===== config.mk =====
export PLATFORM = sky130hd
export DESIGN_NAME = motor_duty_ramp_state_machine_unit
export DESIGN_NICKNAME = d
export VERILOG_FILES = /design/src/rtl/mdr_pkg.sv /design/src/rtl/mdr_cfg_regs.sv /design/src/rtl/mdr_engine.sv /design/src/rtl/motor_duty_ramp_state_machine_unit.sv
export SDC_FILE = /design/constraint.sdc
export NUM_CORES = 1
export LEC_CHECK = 0
export ABC_CLOCK_PERIOD_IN_PS = 16700
export BUFFER_PORTS_ARGS = -buffer_cell sky130_fd_sc_hd__buf_2
export CORE_ASPECT_RATIO = 0.75
export CORE_MARGIN = 3
export CORE_UTILIZATION = 47
export DETAILED_ROUTE_END_ITERATION = 8
export GPL_ROUTABILITY_DRIVEN = 1
export PLACE_DENSITY_LB_ADDON = 0.15
export SETUP_SLACK_MARGIN = 0.4
export SYNTH_ARGS = -nofsm -noshare
export SYNTH_HDL_FRONTEND = slang
export SYNTH_HIERARCHICAL = 1
export SYNTH_SLANG_ARGS = --single-unit

===== constraint.sdc =====
create_clock -name clk -period 16.7 [get_ports clk]
set_input_delay 3.34 -clock clk [delete_from_list [all_inputs] [get_ports clk]]
set_output_delay 3.34 -clock clk [all_outputs]
set_load 0.1 [all_outputs]

===== src/rtl/mdr_pkg.sv =====
`default_nettype none

package mdr_pkg;

  // Datapath width of the duty, target and configuration values
  localparam int unsigned DUTY_WIDTH = 16;
  localparam logic [DUTY_WIDTH-1:0] DUTY_MAX = {DUTY_WIDTH{1'b1}};

  // Configuration register indexes
  localparam int unsigned CFG_ADDR_WIDTH = 2;
  localparam logic [CFG_ADDR_WIDTH-1:0] CFG_RAMP_STEP  = 2'd0;
  localparam logic [CFG_ADDR_WIDTH-1:0] CFG_DUTY_FLOOR = 2'd1;
  localparam logic [CFG_ADDR_WIDTH-1:0] CFG_TEST_DUTY  = 2'd2;
  localparam logic [CFG_ADDR_WIDTH-1:0] CFG_FAULT_HOLD = 2'd3;

  // Configuration reset values
  localparam logic [DUTY_WIDTH-1:0] RAMP_STEP_RST  = 16'd16;
  localparam logic [DUTY_WIDTH-1:0] DUTY_FLOOR_RST = 16'd0;
  localparam logic [DUTY_WIDTH-1:0] TEST_DUTY_RST  = 16'd0;
  localparam logic [DUTY_WIDTH-1:0] FAULT_HOLD_RST = 16'd1000;

  // Reported motor state codes
  localparam logic [1:0] MST_STOPPED  = 2'd0;
  localparam logic [1:0] MST_STARTING = 2'd1;
  localparam logic [1:0] MST_RUNNING  = 2'd2;
  localparam logic [1:0] MST_FAULT    = 2'd3;

  // Drive commands
  localparam logic [1:0] DRV_NONE    = 2'd0;
  localparam logic [1:0] DRV_DISABLE = 2'd1;
  localparam logic [1:0] DRV_ENABLE  = 2'd2;
  localparam logic [1:0] DRV_RESET   = 2'd3;

  typedef struct packed {
    logic [DUTY_WIDTH-1:0] ramp_step;
    logic [DUTY_WIDTH-1:0] duty_floor;
    logic [DUTY_WIDTH-1:0] test_duty;
    logic [DUTY_WIDTH-1:0] fault_hold_ticks;
  } cfg_t;

  typedef struct packed {
    logic                  start_cmd;
    logic [DUTY_WIDTH-1:0] speed_cmd;
    logic                  dir_cmd;
    logic                  switch_pressed;
    logic                  stall_flag;
  } in_t;

  typedef struct packed {
    logic [1:0]            phase_code;
    logic [DUTY_WIDTH-1:0] duty_cycle;
    logic [DUTY_WIDTH-1:0] target_speed;
    logic                  direction;
    logic [1:0]            drive_cmd;
    logic                  precharge_pulse;
    logic                  gate_enable;
    logic                  led_on;
    logic                  clear_stall;
  } out_t;

endpackage

`default_nettype wire


===== src/rtl/mdr_cfg_regs.sv =====
`default_nettype none

module mdr_cfg_regs (
  input  wire logic                                 clk,
  input  wire logic                                 rst_n,
  input  wire logic                                 cfg_we,
  input  wire logic [mdr_pkg::CFG_ADDR_WIDTH-1:0]   cfg_addr,
  input  wire logic [mdr_pkg::DUTY_WIDTH-1:0]       cfg_wdata,
  output mdr_pkg::cfg_t                             cfg
);

  mdr_pkg::cfg_t cfg_r;

  // Register file, written by index
  always_ff @(posedge clk) begin
    if (!rst_n) begin
      cfg_r.ramp_step        <= mdr_pkg::RAMP_STEP_RST;
      cfg_r.duty_floor       <= mdr_pkg::DUTY_FLOOR_RST;
      cfg_r.test_duty        <= mdr_pkg::TEST_DUTY_RST;
      cfg_r.fault_hold_ticks <= mdr_pkg::FAULT_HOLD_RST;
    end else if (cfg_we) begin
      unique case (cfg_addr)
        mdr_pkg::CFG_RAMP_STEP:  cfg_r.ramp_step        <= cfg_wdata;
        mdr_pkg::CFG_DUTY_FLOOR: cfg_r.duty_floor       <= cfg_wdata;
        mdr_pkg::CFG_TEST_DUTY:  cfg_r.test_duty        <= cfg_wdata;
        mdr_pkg::CFG_FAULT_HOLD: cfg_r.fault_hold_ticks <= cfg_wdata;
        default: ;
      endcase
    end
  end

  assign cfg = cfg_r;

endmodule

`default_nettype wire


===== src/rtl/mdr_engine.sv =====
`default_nettype none

module mdr_engine (
  input  wire logic          clk,
  input  wire logic          rst_n,
  input  wire logic          step,
  input  wire mdr_pkg::cfg_t cfg,
  input  wire mdr_pkg::in_t  tick,
  output mdr_pkg::out_t      res
);

  typedef enum logic [1:0] {
    ST_STOPPED  = 2'd0,
    ST_STARTING = 2'd1,
    ST_RUNNING  = 2'd2,
    ST_FAULT    = 2'd3
  } phase_t;

  localparam int unsigned W = mdr_pkg::DUTY_WIDTH;

  phase_t         phase_r, phase_nxt;
  logic [1:0]     rep_r, rep_nxt;
  logic [W-1:0]   duty_r, duty_nxt;
  logic [W-1:0]   target_r, target_nxt;
  logic [W-1:0]   hold_r, hold_nxt;
  logic           dir_r, dir_nxt;
  logic           led_r, led_nxt;
  logic           gate_r, gate_nxt;

  logic [W:0]     up_sum;
  logic [W-1:0]   duty_up;
  logic [W-1:0]   duty_dn;
  logic           rep_dir;
  logic [1:0]     drive;
  logic           pre;
  logic           clr;

  // Saturating step up and down by the ramp step
  assign up_sum  = {1'b0, duty_r} + {1'b0, cfg.ramp_step};
  assign duty_up = up_sum[W] ? mdr_pkg::DUTY_MAX : up_sum[W-1:0];
  assign duty_dn = (duty_r > cfg.ramp_step) ? (duty_r - cfg.ramp_step) : '0;

  // Next state and result for one tick
  always_comb begin
    phase_nxt  = phase_r;
    rep_nxt    = rep_r;
    duty_nxt   = duty_r;
    hold_nxt   = hold_r;
    dir_nxt    = dir_r;
    led_nxt    = led_r;
    gate_nxt   = gate_r;
    rep_dir    = tick.dir_cmd;
    drive      = mdr_pkg::DRV_NONE;
    pre        = 1'b0;
    clr        = 1'b0;
    target_nxt = (tick.start_cmd && (tick.speed_cmd != '0)) ? tick.speed_cmd : target_r;

    unique case (phase_r)
      ST_STOPPED: begin
        drive   = mdr_pkg::DRV_DISABLE;
        rep_nxt = mdr_pkg::MST_STOPPED;
        clr     = 1'b1;
        if (tick.start_cmd || tick.switch_pressed) begin
          phase_nxt = ST_STARTING;
          // switch start reports and holds the inverted direction
          if (tick.switch_pressed) begin
            rep_dir = ~tick.dir_cmd;
            dir_nxt = ~tick.dir_cmd;
          end
        end
      end
      ST_STARTING: begin
        dir_nxt   = tick.dir_cmd;
        led_nxt   = 1'b1;
        gate_nxt  = 1'b1;
        rep_nxt   = mdr_pkg::MST_STARTING;
        pre       = 1'b1;
        drive     = mdr_pkg::DRV_ENABLE;
        phase_nxt = ST_RUNNING;
      end
      ST_RUNNING: begin
        if (tick.stall_flag) begin
          rep_nxt   = mdr_pkg::MST_FAULT;
          hold_nxt  = cfg.fault_hold_ticks;
          phase_nxt = ST_FAULT;
        end else begin
          rep_nxt = mdr_pkg::MST_RUNNING;
          if (!tick.start_cmd && tick.switch_pressed) begin
            // switch drive ramps up while the duty is below the test duty
            if (duty_r < cfg.test_duty) duty_nxt = duty_up;
          end else if (!tick.start_cmd) begin
            phase_nxt = ST_STOPPED;
          end else if (target_nxt < cfg.duty_floor) begin
            duty_nxt = cfg.duty_floor;
          end else if (duty_r < target_nxt) begin
            duty_nxt = duty_up;
            led_nxt  = ~led_r;
          end else if (duty_r > target_nxt) begin
            duty_nxt = duty_dn;
          end else begin
            duty_nxt = target_nxt;
          end
        end
      end
      ST_FAULT: begin
        drive = mdr_pkg::DRV_RESET;
        if (hold_r == '0) phase_nxt = ST_STOPPED;
        else              hold_nxt  = hold_r - 1'b1;
      end
      default: ;
    endcase
  end

  // State update, one tick per step
  always_ff @(posedge clk) begin
    if (!rst_n) begin
      phase_r  <= ST_STOPPED;
      rep_r    <= mdr_pkg::MST_STOPPED;
      duty_r   <= '0;
      target_r <= '0;
      hold_r   <= '0;
      dir_r    <= 1'b0;
      led_r    <= 1'b0;
      gate_r   <= 1'b0;
    end else if (step) begin
      phase_r  <= phase_nxt;
      rep_r    <= rep_nxt;
      duty_r   <= duty_nxt;
      target_r <= target_nxt;
      hold_r   <= hold_nxt;
      dir_r    <= dir_nxt;
      led_r    <= led_nxt;
      gate_r   <= gate_nxt;
    end
  end

  // Result fields after this tick
  always_comb begin
    res.phase_code      = rep_nxt;
    res.duty_cycle      = duty_nxt;
    res.target_speed    = target_nxt;
    res.direction       = rep_dir;
    res.drive_cmd       = drive;
    res.precharge_pulse = pre;
    res.gate_enable     = gate_nxt;
    res.led_on          = led_nxt;
    res.clear_stall     = clr;
  end

endmodule

`default_nettype wire


===== src/rtl/motor_duty_ramp_state_machine_unit.sv =====
// Motor duty ramp state machine, one control tick per beat.
// An accepted input beat is taken into the input register, then its result into the result register.
// Throughput: 1 beat per cycle while the result is not stalled; input register, state update and result register.
// Input stalls only while both registers hold a beat and the result is stalled.
// Reset (rst_n low, synchronous): stopped, duty/target/counters zero, config defaults.
`default_nettype none

module motor_duty_ramp_state_machine_unit (
  input  wire logic                               clk,
  input  wire logic                               rst_n,
  input  wire logic                               in_valid,
  output      logic                               in_stall,
  input  wire mdr_pkg::in_t                       in_data,
  output      logic                               out_valid,
  input  wire logic                               out_stall,
  output mdr_pkg::out_t                           out_data,
  input  wire logic                               cfg_we,
  input  wire logic [mdr_pkg::CFG_ADDR_WIDTH-1:0] cfg_addr,
  input  wire logic [mdr_pkg::DUTY_WIDTH-1:0]     cfg_wdata
);

  logic          in_v_r;
  mdr_pkg::in_t  in_d_r;
  logic          out_v_r;
  mdr_pkg::out_t out_d_r;
  logic          adv;
  logic          step;
  mdr_pkg::cfg_t cfg;
  mdr_pkg::out_t res;

  mdr_cfg_regs u_cfg (
    .clk       (clk),
    .rst_n     (rst_n),
    .cfg_we    (cfg_we),
    .cfg_addr  (cfg_addr),
    .cfg_wdata (cfg_wdata),
    .cfg       (cfg)
  );

  mdr_engine u_engine (
    .clk   (clk),
    .rst_n (rst_n),
    .step  (step),
    .cfg   (cfg),
    .tick  (in_d_r),
    .res   (res)
  );

  // Pipeline flow control
  assign adv      = !out_v_r || !out_stall;
  assign step     = in_v_r && adv;
  assign in_stall = in_v_r && !adv;

  // Input register
  always_ff @(posedge clk) begin
    if (!rst_n) begin
      in_v_r <= 1'b0;
    end else if (!in_stall) begin
      in_v_r <= in_valid;
    end
  end

  always_ff @(posedge clk) begin
    if (in_valid && !in_stall) begin
      in_d_r <= in_data;
    end
  end

  // Result register
  always_ff @(posedge clk) begin
    if (!rst_n) begin
      out_v_r <= 1'b0;
    end else if (adv) begin
      out_v_r <= step;
    end
  end

  always_ff @(posedge clk) begin
    if (step) begin
      out_d_r <= res;
    end
  end

  assign out_valid = out_v_r;
  assign out_data  = out_d_r;

endmodule

`default_nettype wire

# Yosys cells after proc, flatten, opt, wreduce, memory -nomap -nowiden
# Cells that the tools add are included.
[totals] regBits=181 in_bits=43 output_inout_bits=43 word_cells=107
[op_classes] add_sub_neg=3 n_lt_le_gt_ge=5 eq_ne=12 mux=35 bitwise=2 n_reduce_logical=23
[op_table] cell="two-way mux 16 bit" count=13
[op_table] cell="less-than comparator 16 bit" count=3
[op_table] cell="> comparator 16 bit" count=2
[op_table] cell="case mux 16 bit (2 select lines)" count=1
[op_table] cell="adder 16 x 16 -> 17 bit" count=1
[op_table] cell="logical NOT 16 bit" count=1
[op_table] cell="nonzero test 16 bit" count=1
[op_table] cell="subtractor 16 x 1 -> 16 bit, second input constant" count=1
[op_table] cell="subtractor 16 bit" count=1
[op_table] cell="two-way mux 1 bit" count=12
[op_table] cell="case mux 2 bit (3 select lines)" count=2
[op_table] cell="two-way mux 2 bit" count=5
[op_table] cell="== test 2 bit, second input constant" count=4
[op_table] cell="case mux 2 bit (4 select lines)" count=1
[op_table] cell="AND reduction 2 bit" count=4
[op_table] cell="!= test 3 bit, second input constant" count=2
[op_table] cell="logical AND 1 bit" count=5
[op_table] cell="logical NOT 1 bit" count=5
[op_table] cell="AND reduction 5 bit" count=1
[op_table] cell="== test 2 x 1 -> 1 bit, second input constant" count=2
[op_table] cell="logical NOT 2 bit" count=2
[op_table] cell="!= test 2 x 1 -> 1 bit, second input constant" count=2
[op_table] cell="!= test 2 bit, second input constant" count=2
[op_table] cell="AND reduction 4 bit" count=1
[op_table] cell="4 further kinds" count=6

# Logic depth before layout (Yosys ltp)
[logic_depth] word_depth=11 ltp_mapped=19 depth_no_buf=14

# Modules after synthesis
# The synthesis kept the hierarchy.
[by_module_without_submodules] mod="mdr_engine" instances=1 cells_per_inst=871 area_each_um2=6407.4
[by_module_without_submodules] mod="mdr_cfg_regs" instances=1 cells_per_inst=240 area_each_um2=2427.3
[by_module_without_submodules] mod="motor_duty_ramp_state_machine_unit" instances=1 cells_per_inst=69 area_each_um2=1915.6

# Worst setup path before layout
# Ideal clock, no wire load.
[synth_path] path_type="in2reg" start="input out_stall" end="register u_engine.duty_r[11]" arrival_time_ps=7620 required_ps=16567 path_slack_ps=8947 path_stages=7 n_path_buf=1 cell_sequence="a21boi_0 and2_0 buf_1 o21ai_0 and3_1 a41oi_1 o31ai_1"
[synth_via] elab_chain_cells=3
[synth_rtl] item="start: declaration" line_no="motor_duty_ramp_state_machine_unit.sv:15" rtl="input wire logic out_stall,"
[synth_rtl] item="logical NOT 1 bit" line_no="motor_duty_ramp_state_machine_unit.sv:50" rtl="assign adv = !out_v_r || !out_stall;"
[synth_rtl] item="logical OR 1 bit" line_no="motor_duty_ramp_state_machine_unit.sv:50"
[synth_rtl] item="logical AND 1 bit" line_no="motor_duty_ramp_state_machine_unit.sv:51" rtl="assign step = in_v_r && adv;"
[synth_rtl] item="end signal: assignment" line_no="mdr_engine.sv:128" rtl="duty_r <= duty_nxt;"
[synth_rtl] item="end: declaration" line_no="mdr_engine.sv:23" rtl="logic [W-1:0] duty_r, duty_nxt;"
# Every way passes these cells.
# A chain may end at the register's enable or synchronous reset.

# Worst setup path after layout
[layout_path] start="input out_stall" end="output in_stall"
[layout_via] elab_chain_cells=4
[layout_rtl] item="logical NOT 1 bit" line_no="motor_duty_ramp_state_machine_unit.sv:50"
[layout_rtl] item="logical OR 1 bit" line_no="motor_duty_ramp_state_machine_unit.sv:50"
[layout_rtl] item="logical NOT 1 bit" line_no="motor_duty_ramp_state_machine_unit.sv:52" rtl="assign in_stall = in_v_r && !adv;"
[layout_rtl] item="logical AND 1 bit" line_no="motor_duty_ramp_state_machine_unit.sv:52"
[layout_rtl] item="end: declaration" line_no="motor_duty_ramp_state_machine_unit.sv:12" rtl="output logic in_stall,"
# Every way passes these cells.

==> flow_metrics.env <==
export IMPL_coreArea_mm2=0.0223
export IMPL_reg2reg_to="out_data[26]"
export IMPL_fin_area_mm2=0.0118
export IMPL_yosysUniqueCellTypes=90
export IMPL_ys_flop_type="dfxtp_1"
export IMPL_min_period_ps=7440
export IMPL_holdWs_ps=460
export IMPL_hold_end="u_cfg/cfg[14]"
export IMPL_antenna_cells=0
export IMPL_hold_class="reg -> reg"
export IMPL_wl_um=29900
export IMPL_root_buffer="clkbuf_16"
export IMPL_placed_area_mm2=0.0113
export IMPL_dp_cells=1501
export IMPL_die_h_um=137
export IMPL_clock_skew_ps=8.74
export IMPL_max_freq_ghz=0.134
export IMPL_pin_count=86
export IMPL_yosys_warnings=6
export IMPL_cts_buffers=17
export IMPL_design_die_area_mm2=0.0247
export IMPL_cts_sinks=181
export IMPL_multiInputGateArea_mm2=0.00577
export IMPL_ys_top_cells_by_count="nand2_1, dfxtp_1, inv_1, ha_1, nor2_1"
export IMPL_cp_data_arrival_time_ps=4100
export IMPL_grt_pass1_vias=7937
export IMPL_overflow=0
export IMPL_crit_path_end_kind="output pin"
export IMPL_dp_hpwl_um=22400
export IMPL_cts_hold_buf=0
export IMPL_outcome="complete, no violations"
export IMPL_grt_pass1_wl_um=45800
export IMPL_ant_nets=0
export IMPL_cp_start_kind="input pin"
export IMPL_hp_start="u_cfg/cfg[14]"
export IMPL_r2r_cells=13
export IMPL_slew_violations=0
export IMPL_synth_seq_cells=181
export IMPL_yosysTopAreaCellShare_pct=22.3
export IMPL_grt_antenna_before_repair=0
export IMPL_async_reset_ff_share_pct=0
export IMPL_post_cts_buffers=0
export IMPL_via_per_inst=5.81
export IMPL_netlist_area_mm2=0.0108
export IMPL_slew_limit_headroom_pct=28.2
export IMPL_drt_iter0_drc=914
export IMPL_maxCapViolCount=0
export IMPL_synth_area_leader_cell="dfxtp_1"
export IMPL_critPathKind="in -> out"
export IMPL_grt_max_degree=83
export IMPL_clk_pin_slew_ps=70
export IMPL_wl_per_cell_um=19.5
export IMPL_syn_nets=1305
export IMPL_r2r_setup_slack_ps=11230
export IMPL_r2r_start="in_d_r[8]"
export IMPL_grt_setup_unrepaired="no"
export IMPL_clk_latency_ps=440
export IMPL_start_util_pct=48.2
export IMPL_seq_area_frac_synth_pct=39.4
export IMPL_synth_edf_count=61
export IMPL_finalPower_mw=1.04
export IMPL_tightest_slew_ps=1080
export IMPL_min_period_over_period_pct=44.5
export IMPL_worst_path_max_fanout=3
export IMPL_cts_resized=0
export IMPL_layout_nets=1351
export IMPL_synthCells=1180
export IMPL_cts_max_level=4
export IMPL_gp_routability_congestion=0.941
export IMPL_synth_area_per_cell_um2=9.11
export IMPL_drive_above_1_share_pct=12.8
export IMPL_rows=47
export IMPL_total_leakage_power_nw=5.10
export IMPL_die_width_um=181
export IMPL_via_count=8910
export IMPL_fin_cells=1533
export IMPL_hold_viol=0
export IMPL_area_growth_syn_to_layout_pct=9.94
export IMPL_min_path_cells=2
export IMPL_cp_required_ps=13360
export IMPL_ff_latch_area_mm2=0.00423
export IMPL_drc=0
export IMPL_dr_pass1_iters=7
export IMPL_final_fill_count=2093
export IMPL_yosys_top_cells_area="dfxtp_1, edfxtp_1, ha_1"
export IMPL_setup_viol=0
export IMPL_synth_most_common_cell="nand2_1"
export IMPL_track_usage_pct=23.9
export IMPL_cts_tree="done"
export IMPL_cts_buffer_depth=2
export IMPL_powerDensity_mw_per_mm2=88.2
export IMPL_vdd_drop_max_v=0.0000695
export IMPL_port_buffers=85
export IMPL_finalSetupTns_ps=0
[final cells by class]
class	count	area share, %
sequential	181	35.8
inverter	104	3.30
tap	294	3.11
clock buffer	17	3.60
timing repair buffer	95	4.23
clock inverter	15	1.10
multi-input combinational	827	48.8
[layout by cell type (no fill, tap or decap), types with 10 or more instances in the layout]
master,count
ha_1,80
nand2_1,135
nor2_1,78
a21oi_1,58
nor3_1,18
buf_2,85
a31oi_1,18
nand4_1,17
buf_4,10
o21ai_0,54
clkbuf_16,17
dfxtp_1,120
nand3_1,29
a21o_1,15
o211ai_1,10
inv_1,100
mux2i_1,75
a211oi_1,32
edfxtp_1,61
xnor2_1,15
o22ai_1,11
[power by group]
| group | switching (mW) | internal (mW) |
|---|---|---|
| Combinational | 0.119 | 0.0504 |
| Sequential | 0.0135 | 0.474 |
| Clock | 0.180 | 0.206 |
| Total | 0.312 | 0.730 |
[metrics by stage]
step / utilization, % / setup WS [ps]
2_1_floorplan: - / 8950
3_3_place_gp: 50.5 / 9270
3_5_place_dp: 50.5 / 9260
4_1_cts: 53.0 / 9260
5_1_grt: 53.0 / 9240
6_report: 53.0 / 9260
[routing by layer]
layer / routed length (um) / GRT usage, % / up-vias
met3: 2430 / 4.38 / 41
met5: 0 / 0 / -
met4: 572 / 6.90 / 0
met1: 14900 / 37.3 / 4155
met2: 11900 / 33.1 / 362
li1: - / - / 4352
[cells by family after synthesis]
logic type      synth area share [%]
xor+xnor                        1.70
simple gates                    15.6
buf+inv                         7.11
flops                           39.4
compound gates                  18.7
mux                             7.74
fa+ha+maj                       9.79
[worst max-delay path: stages]
cell and delay, ps:
buf_2 130, and3_4 210, buf_2 420
[how the worst max path moves through the flow]
stage,start,end,slack (ps),cells past startpoint
floorplan,out_stall,u_engine/duty_r[11],8950,7
global placement,out_stall,in_stall,9270,3
detailed placement,out_stall,in_stall,9260,3
CTS,out_stall,in_stall,9260,3
global route,out_stall,in_stall,9240,3
finish,out_stall,in_stall,9260,3
[state kept, by name (all words and copies together) (netlist names)]
signal             cells
u_cfg/cfg             64
out_data              41
u_engine/duty_r       16
u_engine/hold_r       16
u_engine/target_r     16
in_d_r                20
u_engine/phase_r       2
u_engine/rep_r         2
u_engine/led_r         1
out_valid              1
in_v_r                 1
u_engine/gate_r        1
No activity file was read; power rests on OpenSTA's default activity.
